--- src/rtl/merge_two_sorted_lists_core_macros.svh ---
// ----------------------------------------------------------------------------
// merge_two_sorted_lists_core assertion macros
// Concurrent property checks, compiled away when SYNTH is defined.
// ----------------------------------------------------------------------------
`ifndef MERGE_TWO_SORTED_LISTS_CORE_MACROS_SVH
`define MERGE_TWO_SORTED_LISTS_CORE_MACROS_SVH

`ifndef SYNTH

// same-cycle implication
`define MTSL_ASSERT_IMP(label, clk, rst, ante, cons, msg) \
   label: assert property (@(posedge clk) disable iff (rst) (ante) |-> (cons)) \
      else $error(msg);

// next-cycle implication
`define MTSL_ASSERT_NEXT(label, clk, rst, ante, cons, msg) \
   label: assert property (@(posedge clk) disable iff (rst) (ante) |=> (cons)) \
      else $error(msg);

`else

`define MTSL_ASSERT_IMP(label, clk, rst, ante, cons, msg)
`define MTSL_ASSERT_NEXT(label, clk, rst, ante, cons, msg)

`endif

`endif

--- src/rtl/mtsl_pkg.sv ---
// ----------------------------------------------------------------------------
// mtsl_pkg
// Shared types, codes and defaults for the sorted-list merge block.
// ----------------------------------------------------------------------------
`timescale 1ns / 1ps
`default_nettype none

package mtsl_pkg;

   // default configuration
   localparam int DEPTH_DEF      = 32;
   localparam int DATA_WIDTH_DEF = 32;

   // fixed field widths
   localparam int OP_W     = 2;
   localparam int VALUE_W  = 32;
   localparam int STATUS_W = 2;

   // operation codes
   localparam logic [OP_W-1:0] OP_APPEND_A = 2'd0;
   localparam logic [OP_W-1:0] OP_APPEND_B = 2'd1;
   localparam logic [OP_W-1:0] OP_MERGE    = 2'd2;

   // result status codes
   localparam logic [STATUS_W-1:0] STAT_ELEM  = 2'd0;
   localparam logic [STATUS_W-1:0] STAT_EMPTY = 2'd1;
   localparam logic [STATUS_W-1:0] STAT_FULL  = 2'd2;

   typedef struct packed {
      logic [OP_W-1:0]           operation;
      logic signed [VALUE_W-1:0] value;
   } req_type;

   typedef struct packed {
      logic signed [VALUE_W-1:0] value_out;
      logic [STATUS_W-1:0]       status;
      logic                      last;
   } rsp_type;

   typedef enum logic {
      ST_IDLE,
      ST_MERGE
   } state_type;

   typedef enum logic [1:0] {
      KIND_ELEM,
      KIND_EMPTY,
      KIND_FULL
   } out_kind_type;

   // controller to datapath
   typedef struct packed {
      logic         push_a;
      logic         push_b;
      logic         pop;
      logic         take_a;
      logic         clear;
      logic         load_out;
      out_kind_type out_kind;
      logic         out_last;
   } cmd_type;

   // datapath to controller
   typedef struct packed {
      logic full_a;
      logic full_b;
      logic empty_all;
      logic left_a;
      logic left_b;
      logic a_lt_b;
      logic final_pick;
      logic out_free;
   } stat_type;

endpackage

`default_nettype wire

--- src/rtl/mtsl_ctrl.sv ---
// ----------------------------------------------------------------------------
// mtsl_ctrl
// Controller: decodes operations and sequences the merge, one pick per cycle while the output register is free.
// ----------------------------------------------------------------------------
`timescale 1ns / 1ps
`default_nettype none

module mtsl_ctrl
   import mtsl_pkg::*;
(
   input  wire logic            clock,
   input  wire logic            reset,
   input  wire logic            req_valid,
   input  wire logic [OP_W-1:0] req_operation,
   output logic                 req_stall,
   input  wire stat_type        stat,
   output cmd_type              cmd
);

   state_type state_ff;
   state_type state_in;

   // hold state
   always_ff @(posedge clock) begin
      if (reset) begin
         state_ff <= ST_IDLE;
      end else begin
         state_ff <= state_in;
      end
   end

   // next state and commands
   always_comb begin
      state_in     = state_ff;
      req_stall    = 1'b1;
      cmd          = '0;
      cmd.out_kind = KIND_ELEM;
      unique case (state_ff)
         ST_IDLE: begin
            req_stall = !stat.out_free;
            if (req_valid && stat.out_free) begin
               unique case (req_operation)
                  OP_APPEND_A: begin
                     if (stat.full_a) begin
                        cmd.load_out = 1'b1;
                        cmd.out_kind = KIND_FULL;
                        cmd.out_last = 1'b1;
                     end else begin
                        cmd.push_a = 1'b1;
                     end
                  end
                  OP_APPEND_B: begin
                     if (stat.full_b) begin
                        cmd.load_out = 1'b1;
                        cmd.out_kind = KIND_FULL;
                        cmd.out_last = 1'b1;
                     end else begin
                        cmd.push_b = 1'b1;
                     end
                  end
                  OP_MERGE: begin
                     if (stat.empty_all) begin
                        cmd.load_out = 1'b1;
                        cmd.out_kind = KIND_EMPTY;
                        cmd.out_last = 1'b1;
                     end else begin
                        state_in = ST_MERGE;
                     end
                  end
                  default: begin
                     // unused code: drop
                  end
               endcase
            end
         end
         ST_MERGE: begin
            // advance one pick whenever the output register can take it
            if (stat.out_free) begin
               cmd.pop      = 1'b1;
               cmd.take_a   = stat.left_a && (!stat.left_b || stat.a_lt_b);
               cmd.load_out = 1'b1;
               cmd.out_kind = KIND_ELEM;
               cmd.out_last = stat.final_pick;
               if (stat.final_pick) begin
                  cmd.clear = 1'b1;
                  state_in  = ST_IDLE;
               end
            end
         end
         default: begin
            state_in = ST_IDLE;
         end
      endcase
   end

endmodule

`default_nettype wire

--- src/rtl/mtsl_dp.sv ---
// ----------------------------------------------------------------------------
// mtsl_dp
// Datapath: the two element stores, their counts and read pointers, the head
// compare and the result register.
// ----------------------------------------------------------------------------
`timescale 1ns / 1ps
`default_nettype none

module mtsl_dp
   import mtsl_pkg::*;
#(
   parameter int DEPTH      = DEPTH_DEF,
   parameter int DATA_WIDTH = DATA_WIDTH_DEF
)(
   input  wire logic               clock,
   input  wire logic               reset,
   input  wire logic [VALUE_W-1:0] req_value,
   input  wire cmd_type            cmd,
   output stat_type                stat,
   output logic                    rsp_valid,
   input  wire logic               rsp_stall,
   output rsp_type                 rsp_data
);

   localparam int ElemW = (DATA_WIDTH < VALUE_W) ? DATA_WIDTH : VALUE_W;
   localparam int CntW  = $clog2(DEPTH + 1);
   localparam int IdxW  = (DEPTH > 1) ? $clog2(DEPTH) : 1;

   logic [ElemW-1:0] mem_a [DEPTH];
   logic [ElemW-1:0] mem_b [DEPTH];

   logic [CntW-1:0]  cnt_a_ff, cnt_a_in;
   logic [CntW-1:0]  cnt_b_ff, cnt_b_in;
   logic [CntW-1:0]  ia_ff, ia_in;
   logic [CntW-1:0]  ib_ff, ib_in;
   logic [ElemW-1:0] head_a_ff;
   logic [ElemW-1:0] head_b_ff;
   logic             rsp_valid_ff, rsp_valid_in;
   rsp_type          rsp_ff, rsp_in;
   logic [CntW:0]    picked_sum;
   logic [CntW:0]    held_sum;
   logic [ElemW-1:0] pick;

   // counts and read pointers
   always_comb begin
      cnt_a_in = cnt_a_ff;
      cnt_b_in = cnt_b_ff;
      ia_in    = ia_ff;
      ib_in    = ib_ff;
      if (cmd.clear) begin
         cnt_a_in = '0;
         cnt_b_in = '0;
         ia_in    = '0;
         ib_in    = '0;
      end else begin
         if (cmd.push_a) begin
            cnt_a_in = cnt_a_ff + 1'b1;
         end
         if (cmd.push_b) begin
            cnt_b_in = cnt_b_ff + 1'b1;
         end
         if (cmd.pop && cmd.take_a) begin
            ia_in = ia_ff + 1'b1;
         end
         if (cmd.pop && !cmd.take_a) begin
            ib_in = ib_ff + 1'b1;
         end
      end
   end

   always_ff @(posedge clock) begin
      if (reset) begin
         cnt_a_ff <= '0;
         cnt_b_ff <= '0;
         ia_ff    <= '0;
         ib_ff    <= '0;
      end else begin
         cnt_a_ff <= cnt_a_in;
         cnt_b_ff <= cnt_b_in;
         ia_ff    <= ia_in;
         ib_ff    <= ib_in;
      end
   end

   // store A: append at the tail, read the next head
   always_ff @(posedge clock) begin
      if (cmd.push_a) begin
         mem_a[cnt_a_ff[IdxW-1:0]] <= req_value[ElemW-1:0];
      end
      head_a_ff <= mem_a[ia_in[IdxW-1:0]];
   end

   // store B: append at the tail, read the next head
   always_ff @(posedge clock) begin
      if (cmd.push_b) begin
         mem_b[cnt_b_ff[IdxW-1:0]] <= req_value[ElemW-1:0];
      end
      head_b_ff <= mem_b[ib_in[IdxW-1:0]];
   end

   // status toward the controller
   assign picked_sum = {1'b0, ia_ff} + {1'b0, ib_ff} + 1'b1;
   assign held_sum   = {1'b0, cnt_a_ff} + {1'b0, cnt_b_ff};

   always_comb begin
      stat            = '0;
      stat.full_a     = (cnt_a_ff == CntW'(DEPTH));
      stat.full_b     = (cnt_b_ff == CntW'(DEPTH));
      stat.empty_all  = (cnt_a_ff == '0) && (cnt_b_ff == '0);
      stat.left_a     = (ia_ff != cnt_a_ff);
      stat.left_b     = (ib_ff != cnt_b_ff);
      stat.a_lt_b     = ($signed(head_a_ff) < $signed(head_b_ff));
      stat.final_pick = (picked_sum == held_sum);
      stat.out_free   = !rsp_valid_ff || !rsp_stall;
   end

   // result register: load on command, drop after transfer
   assign pick = cmd.take_a ? head_a_ff : head_b_ff;

   always_comb begin
      rsp_in       = rsp_ff;
      rsp_valid_in = rsp_valid_ff && rsp_stall;
      if (cmd.load_out) begin
         rsp_valid_in = 1'b1;
         rsp_in.last  = cmd.out_last;
         unique case (cmd.out_kind)
            KIND_ELEM: begin
               rsp_in.value_out = VALUE_W'($signed(pick));
               rsp_in.status    = STAT_ELEM;
            end
            KIND_EMPTY: begin
               rsp_in.value_out = '0;
               rsp_in.status    = STAT_EMPTY;
            end
            KIND_FULL: begin
               rsp_in.value_out = '0;
               rsp_in.status    = STAT_FULL;
            end
            default: begin
               rsp_in.value_out = '0;
               rsp_in.status    = STAT_ELEM;
            end
         endcase
      end
   end

   always_ff @(posedge clock) begin
      if (reset) begin
         rsp_valid_ff <= 1'b0;
      end else begin
         rsp_valid_ff <= rsp_valid_in;
      end
   end

   always_ff @(posedge clock) begin
      rsp_ff <= rsp_in;
   end

   assign rsp_valid = rsp_valid_ff;
   assign rsp_data  = rsp_ff;

endmodule

`default_nettype wire

--- src/rtl/merge_two_sorted_lists_core.sv ---
// ----------------------------------------------------------------------------
// merge_two_sorted_lists_core
// Merges two ascending lists of signed elements held in two bounded stores.
//
// Usage: the req channel carries an operation and a value. Append to A or B
// writes the value at the tail of that store and gives no result; an append
// to a full store gives one result with status full. Merge emits every held
// element in ascending order on the rsp channel (on equal heads the B element
// goes first) and empties both stores; merging two empty stores gives one
// result with status empty. The last result of each run has last set.
// Timing: a merge holds req stalled while it emits one element per cycle
// when rsp is not stalled; the first element passes the state register,
// which enters the merge state, and then the output register. Results pass
// through one output register; a new request is taken only once the held
// result transfers, at the latest in the same cycle. When rsp is stalled,
// req is stalled as well, picking pauses and the held result stays unchanged.
// Reset empties both stores and clears the output valid; store contents
// are not cleared and are never used before being written.
// ----------------------------------------------------------------------------
`timescale 1ns / 1ps
`default_nettype none
`include "merge_two_sorted_lists_core_macros.svh"

module merge_two_sorted_lists_core
   import mtsl_pkg::*;
#(
   parameter int DEPTH      = DEPTH_DEF,
   parameter int DATA_WIDTH = DATA_WIDTH_DEF
)(
   input  wire logic    clock,
   input  wire logic    reset,
   input  wire logic    req_valid,
   output logic         req_stall,
   input  wire req_type req_data,
   output logic         rsp_valid,
   input  wire logic    rsp_stall,
   output rsp_type      rsp_data
);

   cmd_type  cmd;
   stat_type stat;

   // controller
   mtsl_ctrl u_ctrl (
      .clock         (clock),
      .reset         (reset),
      .req_valid     (req_valid),
      .req_operation (req_data.operation),
      .req_stall     (req_stall),
      .stat          (stat),
      .cmd           (cmd)
   );

   // datapath
   mtsl_dp #(
      .DEPTH      (DEPTH),
      .DATA_WIDTH (DATA_WIDTH)
   ) u_dp (
      .clock     (clock),
      .reset     (reset),
      .req_value (req_data.value),
      .cmd       (cmd),
      .stat      (stat),
      .rsp_valid (rsp_valid),
      .rsp_stall (rsp_stall),
      .rsp_data  (rsp_data)
   );

   // checks
   `MTSL_ASSERT_IMP(a_no_overwrite, clock, reset, cmd.load_out, !(rsp_valid && rsp_stall), "result overwritten while stalled")
   `MTSL_ASSERT_IMP(a_status_last, clock, reset, rsp_valid && (rsp_data.status != STAT_ELEM), rsp_data.last, "status result without last")
   `MTSL_ASSERT_IMP(a_no_req_in_merge, clock, reset, cmd.pop, req_stall, "request taken during merge")
   `MTSL_ASSERT_NEXT(a_clear_empties, clock, reset, cmd.clear, stat.empty_all, "stores not empty after merge")

endmodule

`default_nettype wire
--- config.mk ---
export PLATFORM = sky130hd
export DESIGN_NAME = merge_two_sorted_lists_core
export DESIGN_NICKNAME = d
export VERILOG_FILES = /design/src/rtl/mtsl_pkg.sv /design/src/rtl/mtsl_ctrl.sv /design/src/rtl/mtsl_dp.sv /design/src/rtl/merge_two_sorted_lists_core.sv
export VERILOG_INCLUDE_DIRS = /design/src /design/src/rtl
export SDC_FILE = /design/constraint.sdc
export NUM_CORES = 2
export LEC_CHECK = 0
export BUFFER_PORTS_ARGS = -buffer_cell sky130_fd_sc_hd__buf_2
export CAP_MARGIN = 20
export CORE_ASPECT_RATIO = 0.8
export CORE_MARGIN = 2
export CORE_UTILIZATION = 64
export CTS_CLUSTER_SIZE = 16
export DETAILED_ROUTE_END_ITERATION = 8
export GPL_ROUTABILITY_DRIVEN = 0
export GPL_TIMING_DRIVEN = 1
export PLACE_DENSITY = 0.85
export SYNTH_ARGS = -nofsm -noshare
export SYNTH_HDL_FRONTEND = slang
export SYNTH_SLANG_ARGS = --single-unit
--- constraint.sdc ---
create_clock -name clock -period 11.7 [get_ports clock]
set_input_delay 1.755 -clock clock [delete_from_list [all_inputs] [get_ports clock]]
set_output_delay 1.755 -clock clock [all_outputs]
set_load 0.03 [all_outputs]
==> metrics.yaml <==
cts_tree: "yes"
rsz0062_at_grt: "no"
clockBufferDepth: 3
timing.critical_path.mode_cell: "mux2i_1"
clkSlewWorstSetupHoldPaths_ps: 70
fin_skew_ps: 38.41
grt_remaining_overflow: 0
critical_path.max_stage_delay_ps: 900
wire_per_inst_um: 31.60
synthTopCellsByArea: "edfxtp_1 (72%), mux2i_1 (6.7%), nand2_1 (3.7%)"
synth_fp_nets: 5844
path_buf_inv: 2
synth_seq_cells: 2173
p_seq_share_pct: 55.0
antenna_found_initial: 15
io_pins: 75
startpoint_type: "flip-flop"
post-cts-setup-buffers: 0
ys_seq_area_share_pct: 74.41
synth.top_cell.area_share_pct: 72.33
rr_worst_depth: 14
ys.flop_type: "edfxtp_1"
drtPass1Iterations: 9
r2r_setup_slack_ps: 4730
worstHoldStart: "u_dp.ib_ff[5]$_SDFFE_PP0N_"
via_count: 54580
r2r-start: "u_dp.head_a_ff[31]$_DFF_P_"
syn_area_sq_um: 86480
drt_wl_total_um: 244700
grt_pass1_vias: 52520
setup_viol: 0
dieArea_sq_um: 138100
syn_inst: 5751
layout_worst_path_cycle_share_pct: 59.54
final_common_cell: "edfxtp_1"
antenna_left: 0
dp_hpwl_um: 128500
core_sq_um: 133900
p_sw_uw: 3241
postCtsHoldBufs: 0
clock_latency_ps: 870
syn_to_final_growth_pct: 10.81
core.rowCount: 120
port_buffers: 74
synth.distinct_cells: 62
cts_buffers: 197
worst_ep_required_time_ps: 12470
crit_chain: "ha_1, nand4_1, nor4_1, o22ai_1, a21oi_4, mux2i_1, a2111oi_4, or2_4, buf_12, buf_4, mux2i_1, mux2i_1, o221ai_1, nor4_2"
drc: 1
finalHoldViolCount: 0
avgSynthCellArea_sq_um: 15.04
yosysWarnings: 0
synth_edf_count: 2083
grt_pass1_wl_um: 350200
finalCriticalPeriod_ps: 6966
path_delay_family: "simple AND/OR/NAND/NOR gates"
ctsResizeCount: 0
cts_sinks: 2173
synth_area_leader_cell: "edfxtp_1"
violations: "DRC"
cp.arrival_ps: 7740
vias_per_cell: 7.048
swShare_pct: 20.78
drt_iter0_drc: 10190
p_int_uw: 12350
power_density_nw_per_um2: 162.7
initial_core_util_pct: 64.57
power.leakage_uw: 0.03416
power_uw: 15600
crit_fanout: 135
hold_path_class: "reg -> reg"
fin_tns_setup_ps: 0
fillers: 7575
end_kind: "flip-flop"
clkPwrFrac_pct: 41.7
max_freq_ghz: 0.1435
die_width_um: 415.0
root_buffer: "clkbuf_16"
worst_path_max_delay_cell: "buf_4"
final_cell_mix: "edfxtp_1 (2,083), nand2_1 (850), mux2i_1 (580)"
r2r_end: "u_dp.head_b_ff[15]$_DFF_P_"
hold_path_depth: 2
whs_endpoint: "u_dp.ib_ff[5]$_SDFFE_PP0N_"
status: "complete, but fails checks"
tightest_slew_ps: 1384
nets: 5894
htree_levels: 4
slew-limit-headroom_pct: 7.712
grt_usage_pct: 34.98
maxCapViolCount: 0
layout-drive-gt1-share_pct: 10.52
dieHeight_um: 332.8
combPwrFrac_pct: 3.3
slew_viol_final: 0
grt_max_degree: 192
async_flop_share_pct: 0
critPathKind: "reg -> reg"
vdd_drop_max_uv: 174.2
## worst max path at each step
stage,from,to,slack (ps),depth (start not counted)
after floorplan,rsp_stall,u_dp.mem_a[15][0]$_DFFE_PP_,6800,5
after global placement,rsp_stall,u_dp.head_b_ff[18]$_DFF_P_,4910,12
after detailed placement,rsp_stall,u_dp.head_b_ff[18]$_DFF_P_,4690,12
after CTS,u_dp.head_a_ff[31]$_DFF_P_,u_dp.head_b_ff[15]$_DFF_P_,4980,14
after global routing,u_dp.head_a_ff[31]$_DFF_P_,u_dp.head_b_ff[10]$_DFF_P_,4680,14
final,u_dp.head_a_ff[31]$_DFF_P_,u_dp.head_b_ff[15]$_DFF_P_,4730,14
## worst reg2reg max path, delay by kind of cell (launching register included)
family / cells / cell delay, ps
buffers and inverters: 2 / 1850
and+or+nand+nor: 4 / 1720
AOI/OAI and AO/OA: 4 / 1580
muxes: 3 / 740
DFF: 1 / 660
adders and majority gates: 1 / 340
## area by class of cell
type / count / area (sq um) / share of cell area, %
Timing Repair Buffer: 227 / 1758 / 1.834
Multi-Input combinational cell: 3153 / 20840 / 21.75
Inverter: 49 / 183.9 / 0.1919
Tap cell: 1769 / 2213 / 2.310
Sequential cell: 2173 / 64350 / 67.15
Clock inverter: 110 / 1112 / 1.161
Antenna cell: 6 / 15.01 / 0.01567
Clock buffer: 257 / 5351 / 5.584
## routing by layer
| layer | vias up | wire (um) | track usage [%] |
|---|---|---|---|
| li1 | 22270 | - | - |
| met1 | 26550 | 81900 | 46.82 |
| met2 | 4832 | 106200 | 50.65 |
| met3 | 915 | 42610 | 13.37 |
| met4 | 12 | 13900 | 17.21 |
| met5 | - | 81 | 0 |
## power by group through the flow
stage / Clock, uW / Combinational (uW) / Sequential (uW)
after floorplan: 0 / 243 / 8740
after global placement: 0 / 464 / 8740
after detailed placement: 0 / 482 / 8740
after CTS: 6480 / 488 / 8580
after global routing: 6760 / 533 / 8570
final: 6500 / 512 / 8580
## flip-flops by register name, indices dropped and copies added, names as in the netlist
signal	cells
u_dp.ib_ff	6
u_dp.cnt_a_ff	6
u_dp.rsp_data	35
u_dp.rsp_valid	1
u_dp.mem_b	1024
u_dp.ia_ff	6
u_dp.mem_a	1024
u_dp.head_b_ff	32
u_dp.cnt_b_ff	6
u_dp.head_a_ff	32
u_ctrl.state_ff	1
## per-stage QoR
step	instance area, sq um	worst slack (ps)	util, %	hold slack, ps	cells
CTS	95640	4980	71.41	580.9	7726
global route	95810	4678	71.54	645.1	7738
floorplan	86480	6799	-	472.7	5751
global placement	89100	4912	66.53	562.6	7356
detailed placement	89170	4693	66.58	577.2	7359
finish	95830	4734	71.55	588.1	7744
## synthesized netlist by cell type, drive strengths merged (11+ instances only)
cell    count
o21ai      76
o221ai     33
edfxtp   2083
ha         53
nand2     852
nand3     211
clkbuf    271
a311oi     31
and3      256
nor2      181
a221oi     35
buf       105
nor4       71
a21oi      70
nand4      12
o22ai      99
inv        49
dfxtp      90
a211oi    263
xnor2      35
mux2i     580
xor2       11
a31oi     186
## kinds of logic after synthesis
| group | share of synthesized area, % |
|---|---|
| compound gates | 6.630 |
| xor+xnor | 0.4745 |
| fa+ha+maj | 0.8131 |
| buf+inv | 2.193 |
| flops | 74.41 |
| mux | 6.765 |
| simple gates | 8.715 |
Power figures use the tool's default switching activity.
